**config.mk**
```make
export PLATFORM = sky130hd
export DESIGN_NAME = host_timeout_backoff_table_top
export DESIGN_NICKNAME = d
export VERILOG_FILES = /design/src/rtl/core/htb_pkg.sv /design/src/rtl/core/htb_ram.sv /design/src/rtl/core/htb_front.sv /design/src/rtl/core/htb_back.sv /design/src/rtl/core/host_timeout_backoff_table_top.sv
export SDC_FILE = /design/constraint.sdc
export NUM_CORES = 2
export LEC_CHECK = 0
export BUFFER_PORTS_ARGS = -buffer_cell sky130_fd_sc_hd__buf_2
export CORE_ASPECT_RATIO = 1.75
export CORE_MARGIN = 8
export CORE_UTILIZATION = 41
export DETAILED_ROUTE_END_ITERATION = 12
export GPL_ROUTABILITY_DRIVEN = 0
export SLEW_MARGIN = 20
export SYNTH_ARGS = -nofsm -noshare
export SYNTH_HDL_FRONTEND = slang
export SYNTH_SLANG_ARGS = --single-unit
export TNS_END_PERCENT = 5
```
**constraint.sdc**
```tcl
create_clock -name aclk -period 14.35 [get_ports aclk]
set_input_delay 1.435 -clock aclk [delete_from_list [all_inputs] [get_ports aclk]]
set_output_delay 1.435 -clock aclk [all_outputs]
set_load 0.03 [all_outputs]
```
**src/rtl/core/htb_pkg.sv**
```systemverilog
package htb_pkg;

    // Table geometry
    localparam int HOSTS  = 64;
    localparam int LEVELS = 7;
    localparam int ADDR_W = (HOSTS > 1) ? $clog2(HOSTS) : 1;
    localparam int LVL_W  = $clog2(LEVELS);

    // Fixed field widths
    localparam int IDX_W  = 6;
    localparam int TIME_W = 32;
    localparam int BO_W   = 10;
    localparam int TMO_W  = 15;

    // Front queue between classifier and executor
    localparam int QDEPTH = 2;
    localparam int QPTR_W = $clog2(QDEPTH);
    localparam int QCNT_W = $clog2(QDEPTH + 1);

    // Item function codes
    localparam logic FUNC_QUERY  = 1'b0;
    localparam logic FUNC_REPORT = 1'b1;

    // Configuration register indexes
    localparam int CFG_IDX_W = 2;
    localparam logic [CFG_IDX_W-1:0] CFG_INITIAL_BACKOFF = 2'd0;
    localparam logic [CFG_IDX_W-1:0] CFG_MAX_BACKOFF     = 2'd1;
    localparam logic [BO_W-1:0] RST_INITIAL_BACKOFF = 10'd23;
    localparam logic [BO_W-1:0] RST_MAX_BACKOFF     = 10'd600;

    // Result codes
    localparam logic [TMO_W-1:0] TMO_DEFAULT = 15'd10000;
    localparam logic [TMO_W-1:0] TMO_BLOCKED = 15'd1;
    localparam logic [TMO_W-1:0] TMO_NONE    = 15'd0;

    // Ladder levels for new entries, clamped to the top level
    localparam int LVL_TOP  = LEVELS - 1;
    localparam int LVL_OK   = (4 > LVL_TOP) ? LVL_TOP : 4;
    localparam int LVL_FAIL = (2 > LVL_TOP) ? LVL_TOP : 2;

    localparam logic [TMO_W-1:0] LADDER_MS [16] = '{
        15'd3000, 15'd6800, 15'd9000, 15'd10000, 15'd11600, 15'd14800, 15'd20000,
        15'd20000, 15'd20000, 15'd20000, 15'd20000, 15'd20000, 15'd20000,
        15'd20000, 15'd20000, 15'd20000
    };

    typedef struct packed {
        logic              func;
        logic              in_range;
        logic [ADDR_W-1:0] addr;
        logic [TIME_W-1:0] now_s;
        logic              outcome_ok;
    } item_t;

    typedef struct packed {
        logic [LVL_W-1:0]  level;
        logic [TIME_W-1:0] until_s;
        logic [BO_W-1:0]   interval;
        logic              was_blocked;
        logic              last_failed;
    } entry_t;

    typedef struct packed {
        logic [BO_W-1:0] initial_backoff_s;
        logic [BO_W-1:0] max_backoff_s;
    } cfg_t;

    typedef struct packed {
        logic avail;
        logic full;
    } qstat_t;

    function automatic logic [TMO_W-1:0] ladder_lookup(input logic [LVL_W-1:0] lvl);
        return LADDER_MS[4'(lvl)];
    endfunction

endpackage

```
**src/rtl/core/htb_ram.sv**
```systemverilog
module htb_ram #(
    parameter int WIDTH = 8,
    parameter int DEPTH = 64
) (
    input  logic                                       aclk,
    input  logic                                       we,
    input  logic [((DEPTH > 1) ? $clog2(DEPTH) : 1)-1:0] waddr,
    input  logic [WIDTH-1:0]                           wdata,
    input  logic [((DEPTH > 1) ? $clog2(DEPTH) : 1)-1:0] raddr,
    output logic [WIDTH-1:0]                           rdata
);

    logic [WIDTH-1:0] mem_reg [DEPTH];
    logic [WIDTH-1:0] rdata_reg;

    // Write one word, read one word registered
    always_ff @(posedge aclk) begin
        if (we) begin
            mem_reg[waddr] <= wdata;
        end
        rdata_reg <= mem_reg[raddr];
    end

    assign rdata = rdata_reg;

endmodule

```
**src/rtl/core/htb_front.sv**
```systemverilog
module htb_front (
    input  logic                         aclk,
    input  logic                         aresetn,
    input  logic                         s_valid,
    output logic                         s_ready,
    input  logic                         s_func,
    input  logic [htb_pkg::IDX_W-1:0]    s_host_index,
    input  logic [htb_pkg::TIME_W-1:0]   s_now_s,
    input  logic                         s_outcome_ok,
    input  logic                         pop,
    output htb_pkg::item_t               head,
    output htb_pkg::qstat_t              qstat
);

    htb_pkg::item_t                  slot_reg [htb_pkg::QDEPTH];
    logic [htb_pkg::QPTR_W-1:0]      wr_ptr_reg, wr_ptr_next;
    logic [htb_pkg::QPTR_W-1:0]      rd_ptr_reg, rd_ptr_next;
    logic [htb_pkg::QCNT_W-1:0]      count_reg, count_next;
    htb_pkg::item_t                  item_in;
    logic                            push;

    // Classify the incoming item
    always_comb begin
        item_in.func       = s_func;
        item_in.in_range   = (32'(s_host_index) < 32'(htb_pkg::HOSTS));
        item_in.addr       = htb_pkg::ADDR_W'(s_host_index);
        item_in.now_s      = s_now_s;
        item_in.outcome_ok = s_outcome_ok;
    end

    assign qstat.full  = (count_reg == htb_pkg::QCNT_W'(htb_pkg::QDEPTH));
    assign qstat.avail = (count_reg != '0);
    assign s_ready     = !qstat.full;
    assign push        = s_valid && s_ready;
    assign head        = slot_reg[rd_ptr_reg];

    // Advance pointers and occupancy
    always_comb begin
        wr_ptr_next = wr_ptr_reg;
        rd_ptr_next = rd_ptr_reg;
        count_next  = count_reg;
        if (push) begin
            wr_ptr_next = (32'(wr_ptr_reg) == htb_pkg::QDEPTH - 1) ? '0 : wr_ptr_reg + 1'b1;
        end
        if (pop) begin
            rd_ptr_next = (32'(rd_ptr_reg) == htb_pkg::QDEPTH - 1) ? '0 : rd_ptr_reg + 1'b1;
        end
        if (push && !pop) begin
            count_next = count_reg + 1'b1;
        end else if (pop && !push) begin
            count_next = count_reg - 1'b1;
        end
    end

    always_ff @(posedge aclk) begin
        if (!aresetn) begin
            wr_ptr_reg <= '0;
            rd_ptr_reg <= '0;
            count_reg  <= '0;
        end else begin
            wr_ptr_reg <= wr_ptr_next;
            rd_ptr_reg <= rd_ptr_next;
            count_reg  <= count_next;
        end
    end

    // Hold queued items
    always_ff @(posedge aclk) begin
        if (push) begin
            slot_reg[wr_ptr_reg] <= item_in;
        end
    end

endmodule

```
**src/rtl/core/htb_back.sv**
```systemverilog
module htb_back (
    input  logic                         aclk,
    input  logic                         aresetn,
    input  htb_pkg::cfg_t                cfg,
    input  htb_pkg::item_t               head,
    input  htb_pkg::qstat_t              qstat,
    output logic                         pop,
    output logic                         m_valid,
    input  logic                         m_ready,
    output logic [htb_pkg::TMO_W-1:0]    m_timeout_ms,
    output logic                         m_blacklisted
);

    localparam logic ST_IDLE = 1'b0;
    localparam logic ST_EXEC = 1'b1;

    logic                          state_reg, state_next;
    htb_pkg::item_t                item_reg;
    logic                          entry_valid_reg [htb_pkg::HOSTS];
    logic                          m_valid_reg, m_valid_next;
    logic [htb_pkg::TMO_W-1:0]     tmo_reg;
    logic                          bl_reg;

    htb_pkg::entry_t               rd_entry;
    htb_pkg::entry_t               wr_entry;
    logic [$bits(htb_pkg::entry_t)-1:0] rd_bits;
    logic                          wr_en;
    logic                          set_valid;
    logic                          hit;
    logic                          blocked;
    logic [htb_pkg::TMO_W-1:0]     tmo_res;
    logic                          bl_res;
    logic [htb_pkg::BO_W:0]        doubled;
    logic                          exec;

    htb_ram #(
        .WIDTH ($bits(htb_pkg::entry_t)),
        .DEPTH (htb_pkg::HOSTS)
    ) u_table (
        .aclk  (aclk),
        .we    (wr_en),
        .waddr (item_reg.addr),
        .wdata (wr_entry),
        .raddr (head.addr),
        .rdata (rd_bits)
    );

    assign rd_entry = htb_pkg::entry_t'(rd_bits);
    assign exec     = (state_reg == ST_EXEC);
    assign pop      = (state_reg == ST_IDLE) && qstat.avail && (!m_valid_reg || m_ready);

    // Modify the entry read for the held item
    always_comb begin
        hit       = item_reg.in_range && entry_valid_reg[item_reg.addr];
        blocked   = rd_entry.until_s > item_reg.now_s;
        doubled   = {rd_entry.interval, 1'b0};
        wr_entry  = rd_entry;
        wr_en     = 1'b0;
        set_valid = 1'b0;
        tmo_res   = htb_pkg::TMO_NONE;
        bl_res    = 1'b0;
        if (item_reg.func == htb_pkg::FUNC_QUERY) begin
            if (!hit) begin
                tmo_res = htb_pkg::TMO_DEFAULT;
            end else if (blocked) begin
                wr_entry.was_blocked = 1'b1;
                wr_en   = exec;
                tmo_res = htb_pkg::TMO_BLOCKED;
                bl_res  = 1'b1;
            end else begin
                wr_entry.was_blocked = 1'b0;
                wr_en   = exec;
                tmo_res = htb_pkg::ladder_lookup(rd_entry.level);
            end
        end else if (item_reg.in_range) begin
            wr_en = exec;
            if (!hit) begin
                set_valid            = exec;
                wr_entry.until_s     = '0;
                wr_entry.interval    = cfg.initial_backoff_s;
                wr_entry.level       = item_reg.outcome_ok ?
                                       htb_pkg::LVL_W'(htb_pkg::LVL_OK) :
                                       htb_pkg::LVL_W'(htb_pkg::LVL_FAIL);
                wr_entry.was_blocked = 1'b0;
            end else if (item_reg.outcome_ok) begin
                if (rd_entry.level < htb_pkg::LVL_W'(htb_pkg::LVL_TOP)) begin
                    wr_entry.level = rd_entry.level + 1'b1;
                end
                wr_entry.until_s  = '0;
                wr_entry.interval = cfg.initial_backoff_s;
            end else if (!rd_entry.was_blocked) begin
                if (rd_entry.level != '0) begin
                    wr_entry.level = rd_entry.level - 1'b1;
                end
                if (rd_entry.last_failed) begin
                    wr_entry.until_s  = item_reg.now_s + htb_pkg::TIME_W'(rd_entry.interval);
                    wr_entry.interval = (doubled > {1'b0, cfg.max_backoff_s}) ?
                                        cfg.max_backoff_s :
                                        htb_pkg::BO_W'(doubled);
                end
            end
            wr_entry.last_failed = !item_reg.outcome_ok;
        end
    end

    // Sequence: read in idle, write back and post the result in exec
    always_comb begin
        state_next   = state_reg;
        m_valid_next = m_valid_reg;
        unique case (state_reg)
            ST_IDLE: begin
                if (m_ready) begin
                    m_valid_next = 1'b0;
                end
                if (pop) begin
                    state_next = ST_EXEC;
                end
            end
            ST_EXEC: begin
                m_valid_next = 1'b1;
                state_next   = ST_IDLE;
            end
            default: begin
                state_next = ST_IDLE;
            end
        endcase
    end

    always_ff @(posedge aclk) begin
        if (!aresetn) begin
            state_reg   <= ST_IDLE;
            m_valid_reg <= 1'b0;
        end else begin
            state_reg   <= state_next;
            m_valid_reg <= m_valid_next;
        end
    end

    // Clear valid marks at reset, set on entry creation
    always_ff @(posedge aclk) begin
        if (!aresetn) begin
            for (int i = 0; i < htb_pkg::HOSTS; i++) begin
                entry_valid_reg[i] <= 1'b0;
            end
        end else if (set_valid) begin
            entry_valid_reg[item_reg.addr] <= 1'b1;
        end
    end

    // Hold the item and the result payload
    always_ff @(posedge aclk) begin
        if (pop) begin
            item_reg <= head;
        end
        if (exec) begin
            tmo_reg <= tmo_res;
            bl_reg  <= bl_res;
        end
    end

    assign m_valid       = m_valid_reg;
    assign m_timeout_ms  = tmo_reg;
    assign m_blacklisted = bl_reg;

endmodule

```
**src/rtl/core/host_timeout_backoff_table_top.sv**
```systemverilog
// Channel   Direction  Handshake            Payload
// s_        in         s_valid / s_ready    s_func, s_host_index, s_now_s, s_outcome_ok
// m_        out        m_valid / m_ready    m_timeout_ms, m_blacklisted
// cfg_      in         cfg_valid / cfg_ready  cfg_index, cfg_data (always ready)
//
// The executor reads the host entry from the table RAM (registered read) in its idle
// state and, in its exec state, updates the entry and loads the result register.
// A two-deep queue in front accepts items while the executor or the result side stalls.
// Reset clears the per-host valid marks directly; no clearing pass is needed.
// The executor starts the next item only when the result register is free or is
// being taken in the same cycle.
module host_timeout_backoff_table_top (
    input  logic                             aclk,
    input  logic                             aresetn,
    input  logic                             s_valid,
    output logic                             s_ready,
    input  logic                             s_func,
    input  logic [htb_pkg::IDX_W-1:0]        s_host_index,
    input  logic [htb_pkg::TIME_W-1:0]       s_now_s,
    input  logic                             s_outcome_ok,
    output logic                             m_valid,
    input  logic                             m_ready,
    output logic [htb_pkg::TMO_W-1:0]        m_timeout_ms,
    output logic                             m_blacklisted,
    input  logic                             cfg_valid,
    output logic                             cfg_ready,
    input  logic [htb_pkg::CFG_IDX_W-1:0]    cfg_index,
    input  logic [htb_pkg::BO_W-1:0]         cfg_data
);

    htb_pkg::cfg_t    cfg_reg, cfg_next;
    htb_pkg::item_t   head;
    htb_pkg::qstat_t  qstat;
    logic             pop;

    assign cfg_ready = 1'b1;

    // Decode configuration writes
    always_comb begin
        cfg_next = cfg_reg;
        if (cfg_valid) begin
            unique case (cfg_index)
                htb_pkg::CFG_INITIAL_BACKOFF: cfg_next.initial_backoff_s = cfg_data;
                htb_pkg::CFG_MAX_BACKOFF:     cfg_next.max_backoff_s     = cfg_data;
                default:                      cfg_next                   = cfg_reg;
            endcase
        end
    end

    always_ff @(posedge aclk) begin
        if (!aresetn) begin
            cfg_reg.initial_backoff_s <= htb_pkg::RST_INITIAL_BACKOFF;
            cfg_reg.max_backoff_s     <= htb_pkg::RST_MAX_BACKOFF;
        end else begin
            cfg_reg <= cfg_next;
        end
    end

    htb_front u_front (
        .aclk         (aclk),
        .aresetn      (aresetn),
        .s_valid      (s_valid),
        .s_ready      (s_ready),
        .s_func       (s_func),
        .s_host_index (s_host_index),
        .s_now_s      (s_now_s),
        .s_outcome_ok (s_outcome_ok),
        .pop          (pop),
        .head         (head),
        .qstat        (qstat)
    );

    htb_back u_back (
        .aclk          (aclk),
        .aresetn       (aresetn),
        .cfg           (cfg_reg),
        .head          (head),
        .qstat         (qstat),
        .pop           (pop),
        .m_valid       (m_valid),
        .m_ready       (m_ready),
        .m_timeout_ms  (m_timeout_ms),
        .m_blacklisted (m_blacklisted)
    );

`ifndef SYNTHESIS
    a_pop_needs_item: assert property (@(posedge aclk) disable iff (!aresetn)
        pop |-> qstat.avail)
        else $error("executor popped an empty queue");

    a_pop_needs_slot: assert property (@(posedge aclk) disable iff (!aresetn)
        pop |-> (!m_valid || m_ready))
        else $error("executor started while result register is held");

    a_blocked_code: assert property (@(posedge aclk) disable iff (!aresetn)
        (m_valid && m_blacklisted) |-> (m_timeout_ms == htb_pkg::TMO_BLOCKED))
        else $error("blacklisted result without blocked timeout");

    a_pop_no_back2back: assert property (@(posedge aclk) disable iff (!aresetn)
        pop |=> !pop)
        else $error("executor popped while busy");
`endif

endmodule
```
# [Word-level counts from Yosys, hierarchy flattened]
# Memory sizes are Yosys's and may differ from the RTL's. A register that Yosys moved wholly into a read port is not among the register bits.
# Cells that the tools add are included.
[totals] memories=4 inputBits=57 wordCells=105 mem_bits_ro=240 mem_bits_rw=3152 register_bits=83 output_inout_bits=19
[op_classes] magnitude_cmp=4 addsub=7 n_bitwise=3 reduce_logical=21 n_eq_ne=3 n_mux=47
[mem_list] memory="u_back.u_table.mem_reg" depth=64 word_bits=47 read_ports=1 rd_ports_with_merged_regs=1 wr=1 line="htb_ram.sv:13" source="logic [WIDTH-1:0] mem_reg [DEPTH];"
[mem_list] memory="(no name shown)" depth=16 word_bits=15 read_ports=1 rd_ports_with_merged_regs=0 wr=0 line="htb_pkg.sv:74" source="return LADDER_MS[4'(lvl)];"
[mem_list] memory="u_front.slot_reg" depth=2 word_bits=40 read_ports=1 rd_ports_with_merged_regs=1 wr=1 line="htb_front.sv:15" source="htb_pkg::item_t slot_reg [htb_pkg::QDEPTH];"
[mem_list] memory="u_back.entry_valid_reg" depth=64 word_bits=1 read_ports=1 rd_ports_with_merged_regs=1 wr=64 line="htb_back.sv:19" source="logic entry_valid_reg [htb_pkg::HOSTS];"
[op_table] cell="$mux 45" count=4
[op_table] cell="$mux 47" count=1
[op_table] cell="$mux 42" count=1
[op_table] cell="$add 32x10->32" count=1
[op_table] cell="$gt 32x32->1" count=1
[op_table] cell="$mux 15" count=2
[op_table] cell="$mux 14" count=2
[op_table] cell="$mux 1" count=27
[op_table] cell="$mux 6" count=2
[op_table] cell="$gt 11x10->1" count=1
[op_table] cell="$mux 10" count=1
[op_table] cell="$mux 3" count=3
[op_table] cell="$logic_and 1x1->1" count=6
[op_table] cell="$ge 5x5->1 const B" count=1
[op_table] cell="$logic_not 1->1" count=5
[op_table] cell="$not 3->5" count=1
[op_table] cell="$mux 2" count=2
[op_table] cell="$pmux 1 s2" count=2
[op_table] cell="$reduce_and 2->1" count=2
[op_table] cell="$reduce_bool 2->1" count=2
[op_table] cell="$add 3x1->3 const B" count=1
[op_table] cell="$lt 3x3->1 const B" count=1
[op_table] cell="$reduce_bool 3->1" count=1
[op_table] cell="$reduce_or 3->1" count=1
[op_table] cell="12 further kinds" count=14

# [Depth between registers and ports, before layout]
[depth] ltp_word=9 mapped_depth=13 ltp_nobuf=10

# [Modules after synthesis]
# Synthesis repeated with hierarchy kept, for this count alone.
[unflattened] cells_unflattened=5965 hier_area_um2=126555.1
[by_module_without_submodules] module="htb_ram" cells_each=4890 instances=1 seq_area_each_um2=91267.5 area_each_um2=114797.6
[by_module_without_submodules] module="htb_back" cells_each=839 instances=1 seq_area_each_um2=3062.9 area_each_um2=7806.2
[by_module_without_submodules] module="htb_front" cells_each=151 instances=1 seq_area_each_um2=2502.4 area_each_um2=3119.2
[by_module_without_submodules] module="host_timeout_backoff_table_top" cells_each=85 instances=1 seq_area_each_um2=400.4 area_each_um2=832.0

# [Worst setup path after synthesis]
# No wires, ideal clock.
[synth_timing] path_kind="register to register" start="register with a tool-made name" end="memory u_back.u_table.mem_reg[0][2] (netlist bit) (data pin)" n_path_buf=1 setup_ns=0.721 path_slack_ns=9.057 t_arrival_ns=4.572 required_ns=13.629 stages_incl_launch_ff=9 synth_period_minus_slack_ns=5.293 path_cell_list="dfxtp_1 -> buf_6 -> mux4_1 -> nand2b_1 -> a31oi_1 -> nand3_1 -> and2_4 -> a21o_1 -> a211oi_1"
[synth_rtl] item="end: declaration" line="htb_ram.sv:13"

==> results.md <==
- Status: finished with violations
- Violated checks: antenna rules
- Max-slew headroom: 0.179
- Setup bufs post-CTS: 0
- Nets: 9647
- Max FFs per register: 3008
- Vias in the first global route: 80471
- Pwr/cell area: 202 nW/µm²
- Crit Path Category: flip-flop to flip-flop
- GR Util All Layers: 0.208
- Synth Area in Adders: 0.00587
- DRC: 0
- GR Overflow Total: 0
- CTS tree: yes
- Initial antenna violation count: 11
- Worst Setup EP: u_back.u_table.rdata[46]$_DFF_P_
- Clock root cell: clkbuf_16
- Die W: 444 µm
- Core area: 320000 µm²
- Crit end category: flip-flop
- Commonest non-fill, non-tap cells in the layout: edfxtp_1 (3141), nand2_1 (2754), nand3_1 (873), a311oi_1 (470), and3_1 (335)
- Die Ht: 765 µm
- DP HPWL: 198 mm
- Total power: 29.6 mW
- Final Max Tran Viols: 0
- Post-synthesis sequential area ratio: 0.740
- Crit Path Max Fanout: 141
- Final Non-Filler Cells: 13910
- Worst R2R End: u_back.u_table.rdata[46]$_DFF_P_
- First-pass GRT wire length: 537 mm
- Most common cell after layout, fill and taps aside: edfxtp_1
- Cell Rows: 275
- Largest net degree at the start of global routing: 169
- Min cycle time layout: 6.19 ns
- Max-cap violations: 0
- Drt first-iter violations: 8321
- Ys flop type: edfxtp_1
- Avg Inst Size Synth: 13.6 µm²
- Crit share post-route: 0.431
- Pre-antenna DRT Iters: 6
- Worst vdd ir: 153 µV
- Initial Util: 0.411
- Final WL: 369 mm
- Fmax: 162 MHz
- Unrepaired setup endpoints after global routing: false
- Setup_tns: 0 ns
- Largest family of logic cells by synthesized area: simple AND/OR/NAND/NOR gates
- Share of layout cells above drive strength 1: 0.0952
- Number of buffers on the longest clock path: 4
- Post-CTS Hold Buffers: 0
- Startpoint Class: flip-flop
- Routed vias/inst: 5.89
- Post-cts gate resize count: 0
- Area grow syn2layout: 11.2%
- Mux contribution to synthesized area: 0.0302
- Final setup fails: 0
- Synthesized flop and latch total: 3285
- Clock skew: 0.0404 ns
- DR WL/cell: 26.6 µm
- Num CTS Buffers: 283
- I/O pin cnt: 76
- Syn Inst Count: 9629
- Yosys synthesis warning count: 0
- Clock Latency Late Sink: 0.89 ns
- CTS H-tree depth: 5
- Die ar.: 340000 µm²
- Simple-gate share of the synthesized area: 0.139
- WP data required: 15.15 ns
- Worst Hold Class: flip-flop to flip-flop
- # clock sinks: 3285
- DR vias: 81876
- Post-synthesis compound-gate area fraction: 0.0586
- Port Buffers: 72
- Post-synthesis cell area: 131000 µm²
- Fin. Hold Viols: 0
- ANT nets after route: 1
- Xor-xnor portion of the synthesized cell area: 0.00227
- CTS clock-pin slew for the worst setup and hold paths: 0.07 ns
- Leakage: 49.6 nW
- FFs w/ async S/R, synth: 0
- Synth cell types: 72
- Worst-margin pin slew: 1.23 ns
- Flop2flop setup slack: 8.16 ns
- Worst Reg-to-Reg Cells: 13
- Dpl cells: 13398
- Post-synth EDFFs: 3141
- Critical Path AT: 6.99 ns
per-layer routing:
layer | vias up | routed length (µm) | GRT usage
met5 | - | 34 | 0
met4 | 6 | 14600 | 0.0788
met3 | 780 | 26300 | 0.0292
met2 | 3497 | 190000 | 0.376
met1 | 41883 | 138000 | 0.254
li1 | 35710 | - | -
cells in the mapped netlist (all sizes together), types with 51 or more instances:
master | n | area [µm²]
edfxtp | 3141 | 94300
nand2 | 2756 | 10300
nand3 | 874 | 4370
a311oi | 470 | 4120
clkbuf | 369 | 1390
and3 | 336 | 2100
buf | 296 | 1530
mux2i | 210 | 2110
dfxtp | 144 | 2880
nor3 | 118 | 601
nor2 | 102 | 395
a31oi | 96 | 601
o21a | 72 | 541
inv | 70 | 263
ha | 60 | 751
mux4 | 59 | 1350
o31ai | 51 | 383
metrics by stage:
stage,area (µm²),setup WS [ns],utilization,hold slack (ns)
final,146000,8.16,0.457,0.463
after CTS,146000,8.21,0.457,0.463
after global routing,146000,7.80,0.457,0.472
after global placement,137000,8.25,0.429,0.438
after floorplan,131000,9.06,-,0.432
after detailed placement,137000,8.23,0.429,0.448
cell type report:
type / count / area, µm²
multi-input combinational: 5609 / 32300
inverter: 71 / 289
clock inverter: 133 / 1280
antenna: 7 / 17.5
fill: 27685 / 174000
sequential: 3285 / 97200
timing repair buffer: 279 / 2160
clock buffer: 371 / 7670
tap: 4155 / 5200
how the worst min path moves through the flow:
stage,start,to,slack [ns],cells after the start
6_report,u_back.entry_valid_reg[9]$_DFF_P_,u_back.entry_valid_reg[9]$_DFF_P_,0.46,1
5_1_grt,u_back.entry_valid_reg[9]$_DFF_P_,u_back.entry_valid_reg[9]$_DFF_P_,0.47,1
4_1_cts,u_back.entry_valid_reg[9]$_DFF_P_,u_back.entry_valid_reg[9]$_DFF_P_,0.46,1
3_5_place_dp,u_back.entry_valid_reg[9]$_DFF_P_,u_back.entry_valid_reg[9]$_DFF_P_,0.45,1
3_3_place_gp,u_back.entry_valid_reg[49]$_DFF_P_,u_back.entry_valid_reg[49]$_DFF_P_,0.44,1
2_1_floorplan,u_back.entry_valid_reg[13]$_DFF_P_,u_back.entry_valid_reg[13]$_DFF_P_,0.43,1
cells by family after synthesis:
logic type,after synthesis
xor gates and xnor gates,34
buffers and inverters,736
and+or+nand+nor,4251
AOI/OAI and AO/OA,946
adders and majority gates,61
other,2
DFF,3285
muxes,314
power by group:
group	internal [mW]	switching (mW)
sequential	12.6	0.339
combinational	2.36	6.62
clock	4.16	3.45
critical path, cell delays in order, from the launching register on:
cell      delay (ns)
dfxtp_2         0.31
buf_4           0.51
mux2i_4         0.32
buf_4           0.64
buf_4           0.72
buf_12          0.54
buf_4           0.60
buf_4           0.80
nand2_1         0.10
and3_1          0.20
a311oi_1        0.29
a311oi_1        0.09
o32ai_1         0.55
a221o_1         0.20
(Power assumes the default switching activity.)
